### src/rwc_ram.sv
// Generic single-port-write, registered-read RAM.
module rwc_ram #(
  parameter int WIDTH = 8,
  parameter int DEPTH = 32
) (
  input  logic                     clk,
  input  logic                     wr_en,
  input  logic [$clog2(DEPTH)-1:0] wr_addr,
  input  logic [WIDTH-1:0]         wr_data,
  input  logic [$clog2(DEPTH)-1:0] rd_addr,
  output logic [WIDTH-1:0]         rd_data
);
  logic [WIDTH-1:0] mem [DEPTH];

  always_ff @(posedge clk) begin
    if (wr_en) mem[wr_addr] <= wr_data;
    rd_data <= mem[rd_addr];
  end
endmodule

### config.mk
export PLATFORM = sky130hd
export DESIGN_NAME = rwc_ram
export DESIGN_NICKNAME = d
export VERILOG_FILES = /design/src/rwc_ram.sv
export SDC_FILE = /design/constraint.sdc
export NUM_CORES = 1
export LEC_CHECK = 0
export ABC_AREA = 1
export BUFFER_PORTS_ARGS = -buffer_cell sky130_fd_sc_hd__buf_4
export CAP_MARGIN = 20
export CORE_MARGIN = 3
export CORE_UTILIZATION = 55
export CTS_BUF_LIST = sky130_fd_sc_hd__clkbuf_2
export CTS_CLUSTER_SIZE = 8
export DETAILED_ROUTE_END_ITERATION = 12
export PLACE_DENSITY = 0.73
export SETUP_SLACK_MARGIN = 0.2
export SLEW_MARGIN = 30
export SYNTH_ARGS = -nofsm -noshare
export SYNTH_HDL_FRONTEND = slang
export SYNTH_SLANG_ARGS = --single-unit
### constraint.sdc
create_clock -name clk -period 1.6 [get_ports clk]
set_input_delay 0.08 -clock clk [delete_from_list [all_inputs] [get_ports clk]]
set_output_delay 0.08 -clock clk [all_outputs]
set_load 0.005 [all_outputs]
# Word-level counts from Yosys, hierarchy flattened
# Memory sizes are Yosys's and may differ from the RTL's. A register that Yosys moved wholly into a read port is not among the register bits.
# Cells that the tools add are included.
# op_classes
muxes,2
# op_table
operator,count
$mux 1,2
# word_totals
ff_bits,0
mem_bits_rw,256
input_bits,20
out_inout_bits,8
wordCells,3
memories,1
# mem_list
memory,words,word_bits,rd,rd_ports_with_merged_regs,write_ports,line,source
mem,32,8,1,1,1,13,logic [WIDTH-1:0] mem [DEPTH];

# Longest topological paths before layout
# Gate-level depths: netlist (run 1).
# depth
word_depth,2
mapped_depth,11

# Worst setup path before layout (run 1)
# No wires, ideal clock.
# synth_path
path_kind,input port to flip-flop
from,input port wr_addr[0]
to,memory mem[0][0] (enable)
setup_ns,0.370
t_arrival_ns,0.744
required_time_ns,1.230
path_slack_ns,0.486
cell_stages,3
n_path_buf,0
path_cell_list,inv_1 > nand3_1 > nor2_1
# synth_lines
element,line,source
"start, declared",8,"input logic [$clog2(DEPTH)-1:0] wr_addr,"
"end, declared",13,
# Straight into the memory's write port.

# Final worst setup path (run 1)
# layout_path
from,input port wr_addr[4]
to,memory mem[10][6] (enable)
# Straight into the memory's write port.

==> metrics.txt, run 1 <==
status finished clean; P&R area growth vs syn 14.1%; crit path time final 1460 ps; Clock Skew 38.7 ps; gpl congestion 0.804; CTS max path bufs 3; Die Area 21300 um^2; Yosys Warn Count 0; area of the multi-input gates 2510 um^2; Final Setup Violations 0; number of CTS-inserted buffers 66; worst-case reg-to-reg path depth 8; final hold viol count 0; Via density 5.44; Hold Path End rd_data[4]; dpl hpwl 13.8 mm; Clock Tree Root clkbuf_2; Avg WL per Cell 18.5 um; Max Slew Vio Count 0; Arr. time, crit path 1940 ps; power share of the sequential group 57.5%; Synth Register Bits 264; Remaining DRCs 0; core area 19000 um^2; CTS clk-pin slew, worst paths 100 ps; Sw Ratio 23.9%; Netlist Area Pre-Place 10800 um^2; Critical R2R Launch mem[7][1]; remaining antenna violation count 0; P_int 10200 uW; Startpoint Class primary input; vias in the first global route 7017; pwr dens 1090 nW/um^2; IO buf count 27; WHS 78.8 ps; sequential area share after synthesis 72.8%; first drt pass iteration count 5; Synthesized Nets 942; total track usage 23.3%; pin count of the biggest net entering global routing 65; setup tns final 0 ps; hold path startpoint rd_addr[1]; hold crit path type in -> reg; RSZ-0062 raised after global routing yes; # diodes 0; Crit. End Element flop; Critical Setup Path Class in -> reg; Logic pwr share 7.4%; Final Cycle Share 91.5%; DR vias 7283; layout cell share with drive strength beyond 1 17.2%; Avg Cell Area, Syn 11.7 um^2; worst slew pin tran 558 ps; # IOs 28; Crit Path Max Fanout 8; R2R setup slack 430 ps; Final Cell Area 12300 um^2; CP Data Required Time 2080 ps; max_cap viols 0; Psw 3210 uW; die span in x 146 um; initial antenna violation count 0; number of fill cells 1493; Worst VDD drop 0.677 mV; starting density of the core 56.9%; static leakage 0.00476 uW; CTS sink cnt 264; cell count after synthesis 922; htree depth 3; CTS tree yes; drt total wl 24.8 mm; Hold Crit Depth 9; RR Endpoint rd_data[1]; final net count 1057; FF+latch area 7860 um^2; Iteration-0 DRC Markers 764; Fmax 683 MHz; relative slew slack 62.8%; placed instance area 11300 um^2; total gr overflow 0; Rows 50; clock power share 35.1%; global-route wire length before repair 38.6 mm; clk_lat worst skew 790 ps; Die Ht 146 um; Synth cell types 12
[power by group through the flow]
stage	clock network, uW	logic [uW]	registers (uW)
5_1_grt	5170	1090	7730
2_1_floorplan	0	554	7860
6_report	4710	989	7720
4_1_cts	4820	971	7710
3_3_place_gp	0	911	7870
3_5_place_dp	0	923	7870
[cell usage after synthesis]
| cell type | instances | area share (%) |
|---|---|---|
| edfxtp_1 | 256 | 71 |
| buf_4 | 4 | 0.28 |
| inv_2 | 2 | 0.070 |
| buf_1 | 2 | 0.070 |
| nand3_1 | 204 | 9.5 |
| buf_6 | 24 | 2.5 |
| buf_2 | 15 | 0.70 |
| dfxtp_1 | 8 | 1.5 |
| inv_1 | 8 | 0.28 |
| nand2_1 | 360 | 13 |
| clkbuf_1 | 7 | 0.24 |
| nor2_1 | 32 | 1.1 |
[worst max path at each step]
stage	startpoint	endpoint	slack [ps]
floorplan	wr_addr[0]	mem[0][0]	490
global placement	rd_addr[0]	rd_data[1]	250
detailed placement	rd_addr[0]	rd_data[1]	230
CTS	rd_data[1]	rd_data[1]	200
global route	wr_addr[4]	mem[10][6]	120
finish	wr_addr[4]	mem[10][6]	140
[layout by cell type (no fill, tap or decap), types with 5 or more instances in the layout]
| cell | synthesis | layout |
|---|---|---|
| buf_12 | 0 | 7 |
| buf_4 | 4 | 56 |
| buf_6 | 24 | 10 |
| clkbuf_2 | 0 | 94 |
| clkinv_1 | 0 | 11 |
| dlygate4sd3_1 | 0 | 24 |
| edfxtp_1 | 256 | 256 |
| inv_1 | 8 | 8 |
| nand2_1 | 360 | 360 |
| nand3_1 | 204 | 203 |
| nor2_1 | 32 | 27 |
| nor2_2 | 0 | 5 |
[registers in the layout, indices dropped and copies added (netlist names)]
name	flops
mem	256
rd_data	8
[worst max-delay path, cell delays in order]
cell,delay [ps]
dlygate4sd3_1,540
buf_4,160
inv_1,120
nand3_2,110
dlygate4sd3_1,610
nor2_1,140
buf_6,170
[area by class of cell]
class,instances,share of cell area [%]
Clock buffer,94,3.82
Multi-Input combinational cell,596,20.4
Timing Repair Buffer,99,7.62
Inverter,10,0.315
Sequential cell,264,63.9
Tap cell,260,2.64
Clock inverter,16,1.34
[through the flow]
step,std cells,worst slack [ps],utilization (%),power [uW]
after floorplan,922,486,-,8410
after global placement,1203,250,59.8,8780
after detailed placement,1203,233,59.8,8790
after CTS,1340,196,64.6,13500
after global routing,1339,118,64.9,14000
final,1339,136,64.9,13400
[per-layer routing]
| layer | global-route usage [%] | part of all wire, % |
|---|---|---|
| met1 | 33.1 | 43 |
| met2 | 36.3 | 47 |
| met3 | 4.78 | 7.7 |
| met4 | 8.51 | 1.9 |
| met5 | 0 | 0 |
[logic make-up after synthesis]
| family | count (synthesis) | synth area share (%) |
|---|---|---|
| simple gates | 596 | 23.1 |
| buf+inv | 62 | 4.14 |
| flops | 264 | 72.8 |
[repair_timing]
item / 4_1_cts / 5_1_grt
buffers inserted: 0 / 0
resized for setup: 3 / 23
hold endpoints to repair: 507 / 82
hold buffers: 27 / 2
setup endpoints to repair: 3 / 103
(Power assumes the default switching activity.)
==> run 2: changes to the inputs <==
--- a/config.mk
+++ b/config.mk
@@ -8,6 +8,7 @@
 export ABC_AREA = 1
 export BUFFER_PORTS_ARGS = -buffer_cell sky130_fd_sc_hd__buf_4
 export CAP_MARGIN = 20
+export CORE_ASPECT_RATIO = 1.75
 export CORE_MARGIN = 3
 export CORE_UTILIZATION = 55
 export CTS_BUF_LIST = sky130_fd_sc_hd__clkbuf_2
==> run 2 against run 1 <==
Net effect:
- clock power decreased by 16%
- worst hold slack improved by 92 ps
- count of clock-buffer cells in the layout fell by 21
- critical path type unchanged
- largest cell class unchanged
- largest power group unchanged
==> metrics.txt, run 2 (synthesized netlist as in run 1, its figures left out) <==
status finished clean; Crit Path Max Fanout 8 (unchanged); vias in the first global route 7204 (+2.7%); Crit. End Element flop; first drt pass iteration count 5 (unchanged); Iteration-0 DRC Markers 615 (-20%); Die Area 21400 um^2 (+0.31%); Met2 Wirelength 13.4 mm (+14%); total track usage 23.3% (about the same); CP Cell Sequence dlygate4sd3_1, buf_4, inv_1, nand3_1, buf_4, nor2_1, dlygate4sd3_1; setup tns final 0 ps (unchanged); worst-case reg-to-reg path depth 8 (unchanged); worst slew pin tran 464 ps (-93.4 ps); RSZ-0062 raised after global routing yes; Final Setup Violations 0 (unchanged); Max Slew Vio Count 0 (unchanged); Final Cell Area 12200 um^2 (-1.3%); Worst VDD drop 0.546 mV (-19%); final net count 1047 (-0.95%); core area 19200 um^2 (+1.3%); die span in x 112 um (-23%); DR top layer met4; Die Ht 191 um (+31%); crit path time final 1420 ps (-49.0 ps); Startpoint Class primary input; Clock Tree Root clkbuf_2; relative slew slack 69.0% (+6.2 points); CTS tree yes; initial antenna violation count 1 (+1); commonest non-fill, non-tap cell in the layout nand2_1; hold crit path type in -> reg; drt total wl 24.8 mm (+0.18%); P&R area growth vs syn 12.7%; max FFs per register 256 (unchanged); Avg WL per Cell 19.0 um (+2.6%); IO buf count 27 (unchanged); CP Data Required Time 2090 ps (about the same); pwr dens 1040 nW/um^2 (-4.4%); max_cap viols 0 (unchanged); number of fill cells 1499 (+0.40%); Arr. time, crit path 1910 ps (-30 ps); starting density of the core 56.2% (-0.72 points); clk_lat worst skew 810 ps (+20 ps); M1 WL 9.19 mm (-14%); Top reg by flops mem; static leakage 0.00470 uW (-1.2%); remaining antenna violation count 0 (unchanged); total gr overflow 0 (unchanged); slowest CP cell dlygate4sd3_1; Hold Crit Depth 4 (-5); Fmax 707 MHz (+3.5%); CTS sink cnt 264 (unchanged); # IOs 28 (unchanged); Clock Skew 38.2 ps (-0.488 ps); CTS max path bufs 3 (unchanged); pin count of the biggest net entering global routing 68 (+4.6%); Max stage delay on crit path 610 ps (about the same); Top Registers mem (256), rd_data (8); dpl hpwl 15.0 mm (+9.0%); Critical Setup Path Class in -> reg; DR vias 7195 (-1.2%); layout cell share with drive strength beyond 1 16.2% (-0.99 points); final hold viol count 0 (unchanged); most frequent cells in the layout nand2_1, edfxtp_1, nand3_1; global-route wire length before repair 38.3 mm (-0.54%); htree depth 2 (-1); number of CTS-inserted buffers 53 (-20%); placed instance area 11400 um^2 (+0.23%); Final Cycle Share 88.4% (-3.1 points); CTS clk-pin slew, worst paths 110 ps (about the same); Remaining DRCs 0 (unchanged); met3 WL 1.32 mm (-30%); Via density 5.50 (+1.2%); Rows 67 (+34%); gpl congestion 0.874 (+8.6%)
## run 2: cell types whose count changed in the layout (fill, tap and decap cells not counted), moves of 2 or more
cell            delta
buf_4              +9
dlymetal6s4s_1     -2
nor2_2             -4
clkbuf_2          -21
buf_6              -4
clkinv_1           -2
nor2_1             +3
bufinv_16          -2
clkinv_2           +8
## run 2: stage by stage
stage / hold WS [ps] / util, % / setup WS, ps / instances / power (uW)
finish: 170 / 63.3 / 185 / 1307 / 12700
global route: 128 / 63.3 / 176 / 1307 / 13200
CTS: 83.1 / 63.2 / 156 / 1306 / 12700
detailed placement: 376 / 59.2 / 145 / 1189 / 8810
global placement: 376 / 59.2 / 144 / 1189 / 8800
floorplan: 179 / - / 486 / 922 / 8410
## run 2: final cells by class
type / instances / area (um^2) / share of cell area, %
diodes: 1 / 2.50 / 0.0206
repair buffers: 102 / 946 / 7.78
well taps: 241 / 302 / 2.48
clock buffers: 73 / 365 / 3.01
multi-input cells: 596 / 2500 / 20.6
inverters: 10 / 38.8 / 0.319
clock inverters: 20 / 138 / 1.13
flip-flops and latches: 264 / 7860 / 64.7
## run 2: worst paths after layout
kind                                  from  slack (ps)         end
worst max-delay path            wr_addr[1]         180  mem[17][3]
worst min-delay path            rd_addr[4]         170  rd_data[6]
worst max register to register   mem[3][2]         430  rd_data[2]
worst min register to register  mem[22][3]         780  rd_data[3]
## run 2: metal layers
layer	vias up	track usage [%]
met2	261	42.6
met1	3440	26.9
li1	3430	-
met5	-	0
met4	0	10.9
met3	64	3.14
## run 2: report_power, final
group	internal (uW)	total [uW]	switching (uW)
clock network	1570	3950	2380
registers	7680	7720	41.8
logic	331	996	665
## run 2: what timing repair did
item / in CTS / in global routing
pin swaps: 0 / 1
setup buffers: 0 / 1
resized for setup: 8 / 8
setup endpoints to repair: 5 / 21
endpoints found under the hold margin: 491 / 0
hold buffers: 24 / 0
## run 2: critical path, delay by kind of cell
| kind | cells | cell delay (ps) |
|---|---|---|
| AND/OR/NAND/NOR | 2 | 260 |
| buffers and inverters | 5 | 1570 |
