`src/rwc_pkg.sv`:
```
// Shared types, constants and helpers for the recent word cache.
package rwc_pkg;

  localparam logic [1:0] MODE_UPSERT = 2'd0;
  localparam logic [1:0] MODE_LOOKUP = 2'd1;
  localparam logic [1:0] MODE_CLEAR  = 2'd2;
  localparam logic [1:0] MODE_NOP    = 2'd3;

  localparam int unsigned MAX_OUT = 32;
  localparam logic [15:0] COUNT_MAX = 16'hFFFF;
  localparam logic [1:0]  HINT_ANY  = 2'h3;

  typedef enum logic [1:0] {
    ST_IDLE,
    ST_SCAN,
    ST_FINISH
  } rwc_state_t;

  typedef struct packed {
    logic [1:0]  mode;
    logic [63:0] key_bytes;
    logic [7:0]  key_length;
    logic [7:0]  hint_bits;
    logic [7:0]  tone_value;
    logic [63:0] word_low;
    logic [63:0] word_high;
    logic [4:0]  word_length;
    logic [31:0] now_time;
    logic [5:0]  result_limit;
  } rwc_req_t;

  typedef struct packed {
    logic        valid_res;
    logic [63:0] out_word_low;
    logic [63:0] out_word_high;
    logic [4:0]  out_word_length;
    logic [7:0]  out_tone;
    logic        last;
  } rwc_res_t;

  typedef struct packed {
    logic [63:0] key;
    logic [3:0]  key_length;
    logic [7:0]  hints;
    logic [7:0]  tone;
    logic [63:0] word_low;
    logic [63:0] word_high;
    logic [4:0]  word_length;
    logic [31:0] time_ms;
    logic [15:0] uses;
  } rwc_entry_t;

  // compare unit verdicts for one table entry
  typedef struct packed {
    logic exact_hit;
    logic lk_match;
    logic newer;
    logic older;
    logic same_word;
  } rwc_cmp_t;

  // low n bytes set, all ones from eight up
  function automatic logic [63:0] byte_mask(input logic [4:0] n);
    logic [63:0] m;
    m = '0;
    for (int b = 0; b < 8; b++) begin
      if (n > 5'(b)) m[8*b +: 8] = 8'hFF;
    end
    return m;
  endfunction

endpackage

```
`src/rwc_cmp.sv`:
```
// Shared entry compare unit: match, rank and word checks for one entry.
module rwc_cmp (
  input  rwc_pkg::rwc_req_t   req,
  input  rwc_pkg::rwc_entry_t ent,
  input  rwc_pkg::rwc_entry_t best,
  input  rwc_pkg::rwc_res_t   prev,
  output rwc_pkg::rwc_cmp_t   res
);
  import rwc_pkg::*;

  logic [63:0] kmask;
  logic        hints_ok;
  logic [1:0]  s, u;

  always_comb begin
    kmask    = byte_mask({1'b0, ent.key_length});
    hints_ok = 1'b1;
    for (int k = 0; k < 4; k++) begin
      s = ent.hints[2*k +: 2];
      u = req.hint_bits[2*k +: 2];
      if (ent.key_length > 4'(k) && s != HINT_ANY && u != HINT_ANY && s != u)
        hints_ok = 1'b0;
    end

    res.exact_hit = ({4'd0, ent.key_length} == req.key_length) &&
                    (ent.hints == req.hint_bits) &&
                    (ent.word_length == req.word_length) &&
                    (ent.key == req.key_bytes) &&
                    (ent.word_low == req.word_low) &&
                    (ent.word_high == req.word_high);

    res.lk_match = (ent.key_length != 4'd0) &&
                   ({4'd0, ent.key_length} <= req.key_length) &&
                   !(ent.key_length == 4'd1 && req.key_length != 8'd1) &&
                   (((req.key_bytes ^ ent.key) & kmask) == 64'd0) &&
                   hints_ok;

    res.newer = (ent.time_ms > best.time_ms) ||
                (ent.time_ms == best.time_ms && ent.uses > best.uses);
    res.older = (ent.time_ms < best.time_ms) ||
                (ent.time_ms == best.time_ms && ent.uses < best.uses);

    res.same_word = (ent.word_low == prev.out_word_low) &&
                    (ent.word_high == prev.out_word_high) &&
                    (ent.word_length == prev.out_word_length);
  end
endmodule

```
`config.mk`:
```
export PLATFORM = sky130hd
export DESIGN_NAME = rwc_cmp
export DESIGN_NICKNAME = d
export VERILOG_FILES = /design/src/rwc_pkg.sv /design/src/rwc_cmp.sv
export SDC_FILE = /design/constraint.sdc
export NUM_CORES = 1
export LEC_CHECK = 0
export ABC_CLOCK_PERIOD_IN_PS = 2400
export BUFFER_PORTS_ARGS = -buffer_cell sky130_fd_sc_hd__buf_4
export CELL_PAD_IN_SITES_DETAIL_PLACEMENT = 0
export CELL_PAD_IN_SITES_GLOBAL_PLACEMENT = 1
export CORE_AREA = 2 2 361 363
export DETAILED_ROUTE_END_ITERATION = 8
export DIE_AREA = 0 0 363 365
export PLACE_DENSITY = 0.37
export SETUP_SLACK_MARGIN = 0.02
export SLEW_MARGIN = 20
export SYNTH_ARGS = -nofsm -noshare
export SYNTH_HDL_FRONTEND = slang
export SYNTH_SLANG_ARGS = --single-unit
```
`constraint.sdc`:
```
create_clock -name vclk -period 2.4
set_input_delay 0.48 -clock vclk [all_inputs]
set_output_delay 0.48 -clock vclk [all_outputs]
set_load 0.02 [all_outputs]
```
# Word level (Yosys, flattened, before mapping)
# Cells that the tools add are included.
[word_totals]
regBits = 0
latch_bits = 0
output_inout_bits = 5
ramBits = 0
inputBits = 934
memories = 0
elab_cells = 86
romBits = 0
[classes]
div = 0
bitwise_logic = 2
order_cmp = 17
n_eq_ne = 24
n_mux = 12
n_reduce_logical = 31
n_addsub = 0
n_shift = 0
n_mul = 0
[op_table]
columns = ["cell", "n"]
rows = [
  ["$eq 64x64->1", 5],
  ["$and 64x64->64", 1],
  ["$logic_not 64->1", 1],
  ["$mux 8", 8],
  ["$xor 64x64->64", 1],
  ["$eq 32x32->1", 1],
  ["$gt 32x32->1", 1],
  ["$lt 32x32->1", 1],
  ["$logic_and 1x1->1", 26],
  ["$gt 16x16->1", 1],
  ["$gt 4x1->1 const B", 4],
  ["$gt 4x2->1 const B", 4],
  ["$gt 4x3->1 const B", 4],
  ["$lt 16x16->1", 1],
  ["$ne 2x2->1 const B", 8],
  ["$eq 5x5->1", 2],
  ["$eq 4x8->1", 1],
  ["$eq 8x8->1", 1],
  ["$le 4x8->1", 1],
  ["$ne 2x2->1", 4],
  ["$ne 8x1->1 const B", 1],
  ["$eq 4x1->1 const B", 1],
  ["$mux 1", 4],
  ["$reduce_bool 4->1", 1],
  ["2 further kinds", 3],
]

# Logic depth before layout (Yosys ltp)
# Gate-level depths: netlist (run 1).
[logic_depth]
depth_word = 9
ltp_mapped = 8
mapped_depth_nobuf = 8

# Least setup slack after synthesis (run 1)
# Ideal clock, no wire load.
[synth_timing]
path_type = "input-to-output"
start = "input req[194] (netlist name)"
end = "output res[4] (netlist name)"
stages = 6
t_required_ps = 1920
slack_ps = -153
t_arrival_ps = 2073
cell_sequence = "nor4_4 -> nand4_1 -> or4_1 -> nor3_1 -> nand4_1 -> nor4_2"
[synth_lines]
columns = ["item", "line_no", "text"]
rows = [
  ["start, declared", "rwc_cmp.sv:3", "input rwc_pkg::rwc_req_t req,"],
  ["end, declared", "rwc_cmp.sv:7", "output rwc_pkg::rwc_cmp_t res"],
]

==> results.ini, run 1 <==
[status]
outcome=complete, but fails checks
violations=setup timing

[route]
vias=8216
route.detailed.drc=0
routed_wl_um=66700
ant_nets=0
firstDrtPassIters=4
drt_iter0_drc=262
wl_per_cell_um=20.6
vias_per_cell=2.54

[yosys]
synth_area_leader_cell=xor2_1
yosysTopAreaCellShare_pct=29.2
syn_area_um2=5250
synth_most_common_cell=xor2_1
synth_nets=1675
yosys-top-cells-area=xor2_1 (29%), xnor2_1 (26%), ha_1 (12%), nand4_1 (7.3%), nor4_1 (6.3%)
seq_area_frac_synth_pct=0
synthTopCellsByCount=xor2_1 (175), xnor2_1 (156), inv_1 (66)
synthCells=689
ys.warnings.count=0
ys_types=39
syn_area_per_cell_um2=7.62

[worst_hold_path]
hold_depth=7
hold_class=primary input to output pin
holdPathEnd=res[3]
worstHoldStart=ent[199]

[sta]
relSlewSlack_pct=11.2
fin_setup_tns_ns=-1.94
fin_crit_sh_pct=134
drv_slew=0
rsz0062_at_grt=true
finalHoldViolations=0
fin_hold_ws_ns=1.55
setup_violations=5
period_minus_slack_ns=3.21
timing.final.ws_setup_ns=-0.813
clock.fmax_ghz=0.311
tightest_slew_ns=1.33

[pwr]
peakVddDrop_mv=0.0676
p_total_uw=2590
leakage_uw=0.00644
p_per_area_nw_per_um2=176

[worst_setup_path]
critPathKind=primary input to output pin
critPathCaptureType=output pin
cp.arrival_ns=2.73
cp_data_required_time_ns=1.92
cp-start-kind=primary input
crit_fanout=1

[place]
gp_congestion=0.808
port-buffer-count=656
place_hpwl_um=64800
placed_area_um2=13900

[grt]
grt_remaining_overflow=0
grt_pass1_vias=8871
grt_usage_pct=9.52
grt_pass1_wl_um=82500
antenna_found_initial=31
grt_max_degree=7

[floorplan]
die_w_um=363
ios=939
core_area_um2=129000
num_rows=132
die_height_um=365
dieArea_um2=132000
start_util_pct=4.08

[finish]
seqCellArea_um2=0
design.seq.count=0
num-nets-final=2537
drive_above_1_share_pct=61.7
final_area_um2=14700
syn2layout_area_growth_pct=180
final_util_pct=11.4
nClkBuffers=0

[clock_network]
cts_hold_buf=0

[run]
cap_violations=0

-- per-stage QoR --
| stage | cells | setup slack, ns |
|---|---|---|
| 5_1_grt | 3224 | -0.960 |
| 4_1_cts | 3223 | -0.940 |
| 2_1_floorplan | 689 | -0.0848 |
| 6_report | 3233 | -0.813 |
| 3_5_place_dp | 3223 | -1.58 |
| 3_3_place_gp | 3223 | -1.64 |
-- worst max-delay path: stages --
cell     delay, ns
buf_4         0.11
xor2_1        0.27
nor4_4        0.37
nand4_1       0.39
nor4_2        0.40
nand4_1       0.24
nor4_4        0.26
buf_6         0.19
-- cell usage in the layout (no fill, tap or decap), types with 9 or more instances in the layout --
cell     Yosys  final
nor4_1      53     25
buf_4        0    833
nand4_1     61     61
a21oi_1     23     18
xnor2_1    156    152
buf_6        0     25
nor4_4       2     10
diode_2      0      9
nor4_2       2     22
nand3_1      9      9
ha_4         0     15
nor2_1      14     13
ha_1        52     37
xor2_1     175    165
nand2_1     21     17
inv_1       66     56
-- cell families after synthesis --
group,after synthesis,synth area share [%]
xor+xnor,331,55.2
compound gates,61,7.48
simple gates,176,19.9
fa+ha+maj,52,12.4
mux,1,0.191
buf+inv,68,4.86
-- where the power goes --
| group | switching (uW) | internal [uW] |
|---|---|---|
| Clock | 0 | 0.000463 |
| Combinational | 1180 | 1410 |
| Sequential | 0 | 0 |
| Total | 1180 | 1410 |
-- layer usage --
| layer | GRT usage (%) | up-vias | wire length [um] |
|---|---|---|---|
| met1 | 14.0 | 3542 | 33200 |
| met2 | 13.6 | 492 | 26100 |
| met5 | 0 | - | 72 |
| li1 | - | 4144 | - |
| met4 | 0.911 | 12 | 798 |
| met3 | 3.22 | 26 | 6520 |
-- timing repair --
item | in CTS | in global routing
pin swaps | 47 | 29
setup endpoints to repair | 5 | 5
buffers inserted | 4 | 2
gates resized for setup | 103 | 33
-- worst max path at each step --
stage	slack, ns	start	cells after the start	to
CTS	-0.94	req[90]	10	res[4]
global placement	-1.64	req[127]	8	res[4]
global route	-0.96	ent[100]	10	res[4]
detailed placement	-1.58	req[127]	8	res[4]
finish	-0.81	req[97]	8	res[4]
floorplan	-0.08	req[194]	6	res[4]
-- final cells by class --
class,instances,area (um^2)
Antenna cell,9,22.5
Fill cell,15034,114000
Inverter,67,262
Multi-Input combinational cell,621,5730
Tap cell,1675,2100
Timing Repair Buffer,861,6590
Power figures use the tool's default switching activity.
==> inputs of run 2 (changes only) <==
--- a/config.mk
+++ b/config.mk
@@ -7,12 +7,12 @@
 export LEC_CHECK = 0
 export ABC_CLOCK_PERIOD_IN_PS = 2400
 export BUFFER_PORTS_ARGS = -buffer_cell sky130_fd_sc_hd__buf_4
-export CELL_PAD_IN_SITES_DETAIL_PLACEMENT = 0
-export CELL_PAD_IN_SITES_GLOBAL_PLACEMENT = 1
-export CORE_AREA = 2 2 361 363
+export CELL_PAD_IN_SITES_DETAIL_PLACEMENT = 1
+export CELL_PAD_IN_SITES_GLOBAL_PLACEMENT = 2
+export CORE_AREA = 2 2 365 367
 export DETAILED_ROUTE_END_ITERATION = 8
-export DIE_AREA = 0 0 363 365
-export PLACE_DENSITY = 0.37
+export DIE_AREA = 0 0 367 369
+export PLACE_DENSITY = 0.45
 export SETUP_SLACK_MARGIN = 0.02
 export SLEW_MARGIN = 20
 export SYNTH_ARGS = -nofsm -noshare
==> results.ini, run 2 (synthesis results as in run 1) <==
[grt]
grt_max_degree=7
grt_pass1_wl_um=87300
grt_pass1_vias=9609
antenna_found_initial=34
grt_remaining_overflow=0
grt_usage_pct=9.70

[sta]
fin_crit_sh_pct=143
relSlewSlack_pct=24.0
setup_violations=5
fin_hold_ws_ns=1.56
drv_slew=0
period_minus_slack_ns=3.43
rsz0062_at_grt=true
tightest_slew_ns=1.14
fin_setup_tns_ns=-2.28
timing.final.ws_setup_ns=-1.03
clock.fmax_ghz=0.292
finalHoldViolations=0

[worst_setup_path]
cp-start-kind=primary input
cp_data_required_time_ns=1.92
crit_fanout=2
critPathKind=primary input to output pin
cp.arrival_ns=2.95
critPathCaptureType=output pin

[pwr]
p_per_area_nw_per_um2=177
peakVddDrop_mv=0.0752
leakage_uw=0.00656
p_total_uw=2610

[floorplan]
die_height_um=369
ios=939
num_rows=133
dieArea_um2=135000
die_w_um=367
core_area_um2=131000
start_util_pct=4.00

[place]
place_hpwl_um=66500
gp_congestion=0.813
dp_cells=3301
placed_area_um2=14000
port-buffer-count=656

[finish]
instances_no_fill=3313
num-nets-final=2536
seqCellArea_um2=0
fill_cells=15884
nClkBuffers=0
layout_commonest_cell=buf_4
drive_above_1_share_pct=61.1
syn2layout_area_growth_pct=181
multiInputGateArea_um2=5650
final_cell_mix=buf_4 (823), xor2_1 (169), xnor2_1 (140)
final_area_um2=14800
design.seq.count=0

[status]
violations=setup timing
outcome=complete, but fails checks

[route]
drt_iter0_drc=172
ant_nets=0
routed_wl_um=68500
firstDrtPassIters=4
vias=8387
wl_per_cell_um=20.7
route.detailed.drc=0
vias_per_cell=2.53

[clock_network]
cts_hold_buf=0

[run]
cap_violations=0

[worst_hold_path]
hold_class=primary input to output pin

[run 2: cell count changes in the layout (fill, tap and decap cells not counted), sizes merged]
cell   change
buf        -1
diode      +1
[run 2: through the flow]
step,setup WS [ns],utilization [%]
after global routing,-1.11,11.3
after CTS,-1.06,11.1
after global placement,-1.44,10.7
after floorplan,-0.0848,-
final,-1.03,11.3
after detailed placement,-1.42,10.7
[run 2: cell type report]
type               instances  share of cell area (%)
repair buffers           860                    44.9
inverters                 67                    1.80
well taps               1755                    14.9
diodes                    10                   0.169
multi-input cells        621                    38.2
[run 2: what timing repair did]
item,4_1_cts,5_1_grt
setup endpoints to repair,5,5
pin swaps,41,23
resized for setup,100,29
setup buffers,3,0
[run 2: where the power goes]
group	leakage, uW	total [uW]	switching [uW]	internal [uW]
Clock	0.0000000634	0.000284	0	0.000284
Combinational	0.00656	2610	1200	1410
Sequential	0	0	0	0
[run 2: final timing paths]
path / from / depth (start not counted) / endpoint
setup / recovery: req[194] / 10 / res[4]
hold / removal: prev[111] / 6 / res[0]
[run 2: per-layer routing]
metal	up-vias	global-route usage, %	wire (um)
li1	4146	-	-
met1	3666	13.6	32600
met2	517	14.1	27100
met3	44	3.41	6930
met4	14	1.80	1740
met5	-	0	82
[run 2: worst max-delay path, stage by stage]
cell,delay (ns)
buf_4,0.12
nor4_4,0.25
buf_4,0.17
nand4_1,0.33
or4_4,0.55
nor3_4,0.13
nand4_1,0.14
buf_4,0.19
nor4_4,0.37
buf_6,0.19
==> inputs of run 3 (changes only) <==
--- a/config.mk
+++ b/config.mk
@@ -5,14 +5,14 @@
 export SDC_FILE = /design/constraint.sdc
 export NUM_CORES = 1
 export LEC_CHECK = 0
-export ABC_CLOCK_PERIOD_IN_PS = 2400
+export ABC_CLOCK_PERIOD_IN_PS = 2800
 export BUFFER_PORTS_ARGS = -buffer_cell sky130_fd_sc_hd__buf_4
 export CELL_PAD_IN_SITES_DETAIL_PLACEMENT = 1
 export CELL_PAD_IN_SITES_GLOBAL_PLACEMENT = 2
-export CORE_AREA = 2 2 365 367
+export CORE_AREA = 2 2 360 362
 export DETAILED_ROUTE_END_ITERATION = 8
-export DIE_AREA = 0 0 367 369
-export PLACE_DENSITY = 0.45
+export DIE_AREA = 0 0 362 364
+export PLACE_DENSITY = 0.47
 export SETUP_SLACK_MARGIN = 0.02
 export SLEW_MARGIN = 20
 export SYNTH_ARGS = -nofsm -noshare
==> constraint.sdc (replaced) <==
create_clock -name vclk -period 2.8
set_input_delay 0.56 -clock vclk [all_inputs]
set_output_delay 0.56 -clock vclk [all_outputs]
set_load 0.02 [all_outputs]
==> results.ini, run 3 (synthesis results as in run 1) <==
[finish]
final_cell_mix=buf_4 (821), xor2_1 (166), xnor2_1 (146)
nClkBuffers=0
multiInputGateArea_um2=5560
fill_cells=15359
layout_commonest_cell=buf_4
design.seq.count=0
num-nets-final=2526
syn2layout_area_growth_pct=176
final_util_pct=11.3
drive_above_1_share_pct=60.3
seqCellArea_um2=0

[sta]
fin_setup_tns_ns=-1.74
period_minus_slack_ns=3.89
setup_violations=3
relSlewSlack_pct=27.7
fin_crit_sh_pct=139
drv_slew=0
tightest_slew_ns=1.08
rsz0062_at_grt=true
timing.final.ws_setup_ns=-1.09
finalHoldViolations=0
clock.fmax_ghz=0.257

[floorplan]
die_height_um=364
num_rows=132
dieArea_um2=132000
start_util_pct=4.09
die_w_um=362
ios=939
core_area_um2=128000

[pwr]
peakVddDrop_mv=0.0578
leakage_uw=0.00642
p_per_area_nw_per_um2=151

[place]
place_hpwl_um=73500
gp_congestion=0.828
port-buffer-count=656

[worst_hold_path]
hold_depth=5
hold_class=primary input to output pin
worstHoldStart=prev[21]
holdPathEnd=res[0]

[worst_setup_path]
cp.arrival_ns=3.33
critPathKind=primary input to output pin
cp-start-kind=primary input
critPathCaptureType=output pin
crit_fanout=2
cp_data_required_time_ns=2.24

[grt]
grt_remaining_overflow=0
grt_max_degree=7
grt_pass1_wl_um=93100
grt_usage_pct=11.0
grt_pass1_vias=9474
antenna_found_initial=72

[route]
wl_per_cell_um=23.3
route.detailed.drc=0
vias=8475
vias_per_cell=2.62
firstDrtPassIters=4
drt_iter0_drc=204
routed_wl_um=75300
ant_nets=0

[run]
cap_violations=0

[status]
outcome=complete, but fails checks
violations=setup timing

## run 3: per-layer routing
| metal | wire, um | vias to the layer above | GRT usage (%) |
|---|---|---|---|
| met5 | 183 | - | 0 |
| met4 | 495 | 28 | 0.637 |
| met3 | 8430 | 42 | 5.20 |
| met2 | 29200 | 556 | 15.5 |
| met1 | 37000 | 3717 | 15.4 |
| li1 | - | 4132 | - |
## run 3: cell type report
class              count  share of cell area (%)
multi-input cells    621                    38.4
diodes                17                   0.293
well taps           1675                    14.5
repair buffers       850                    45.0
inverters             67                    1.87
## run 3: metrics by stage
step / power [uW] / instances / hold WS (ns) / setup slack [ns] / cell area (um^2)
2_1_floorplan: 560 / 689 / 1.32 / 0.0874 / 5250
6_report: 2190 / 3230 / 1.74 / -1.09 / 14500
5_1_grt: 2400 / 3214 / 1.78 / -1.50 / 14500
4_1_cts: 2260 / 3212 / 1.78 / -1.52 / 14300
3_5_place_dp: 2170 / 3209 / 1.86 / -2.19 / 13800
3_3_place_gp: 2150 / 3208 / 1.86 / -2.17 / 13700
## run 3: what timing repair did
item	CTS	global route
pin swaps	47	19
endpoints found under the setup margin	5	5
hold buffers	0	0
resized for setup	99	18
setup buffers	5	1
## run 3: where the power goes
| part | switching (uW) | internal, uW |
|---|---|---|
| clock | 0 | 0.000822 |
| combinational | 997 | 1190 |
| sequential | 0 | 0 |
| total | 997 | 1190 |
## run 3: worst max path at each step
stage               slack [ns]     end  cells after the start      from
floorplan                 0.09  res[4]                      6  req[194]
global placement         -2.17  res[4]                      9  req[101]
detailed placement       -2.19  res[4]                      9  req[101]
CTS                      -1.52  res[4]                     10  ent[157]
global route             -1.50  res[4]                     10  ent[157]
finish                   -1.09  res[4]                     10  ent[157]
## run 3: worst max-delay path: stages
cell	delay, ns
buf_8	0.10
xnor2_2	0.13
buf_4	0.14
nand4_1	0.27
buf_6	0.24
or4_4	0.50
nor3_4	0.27
nand4_1	0.49
nor4_4	0.41
buf_4	0.20
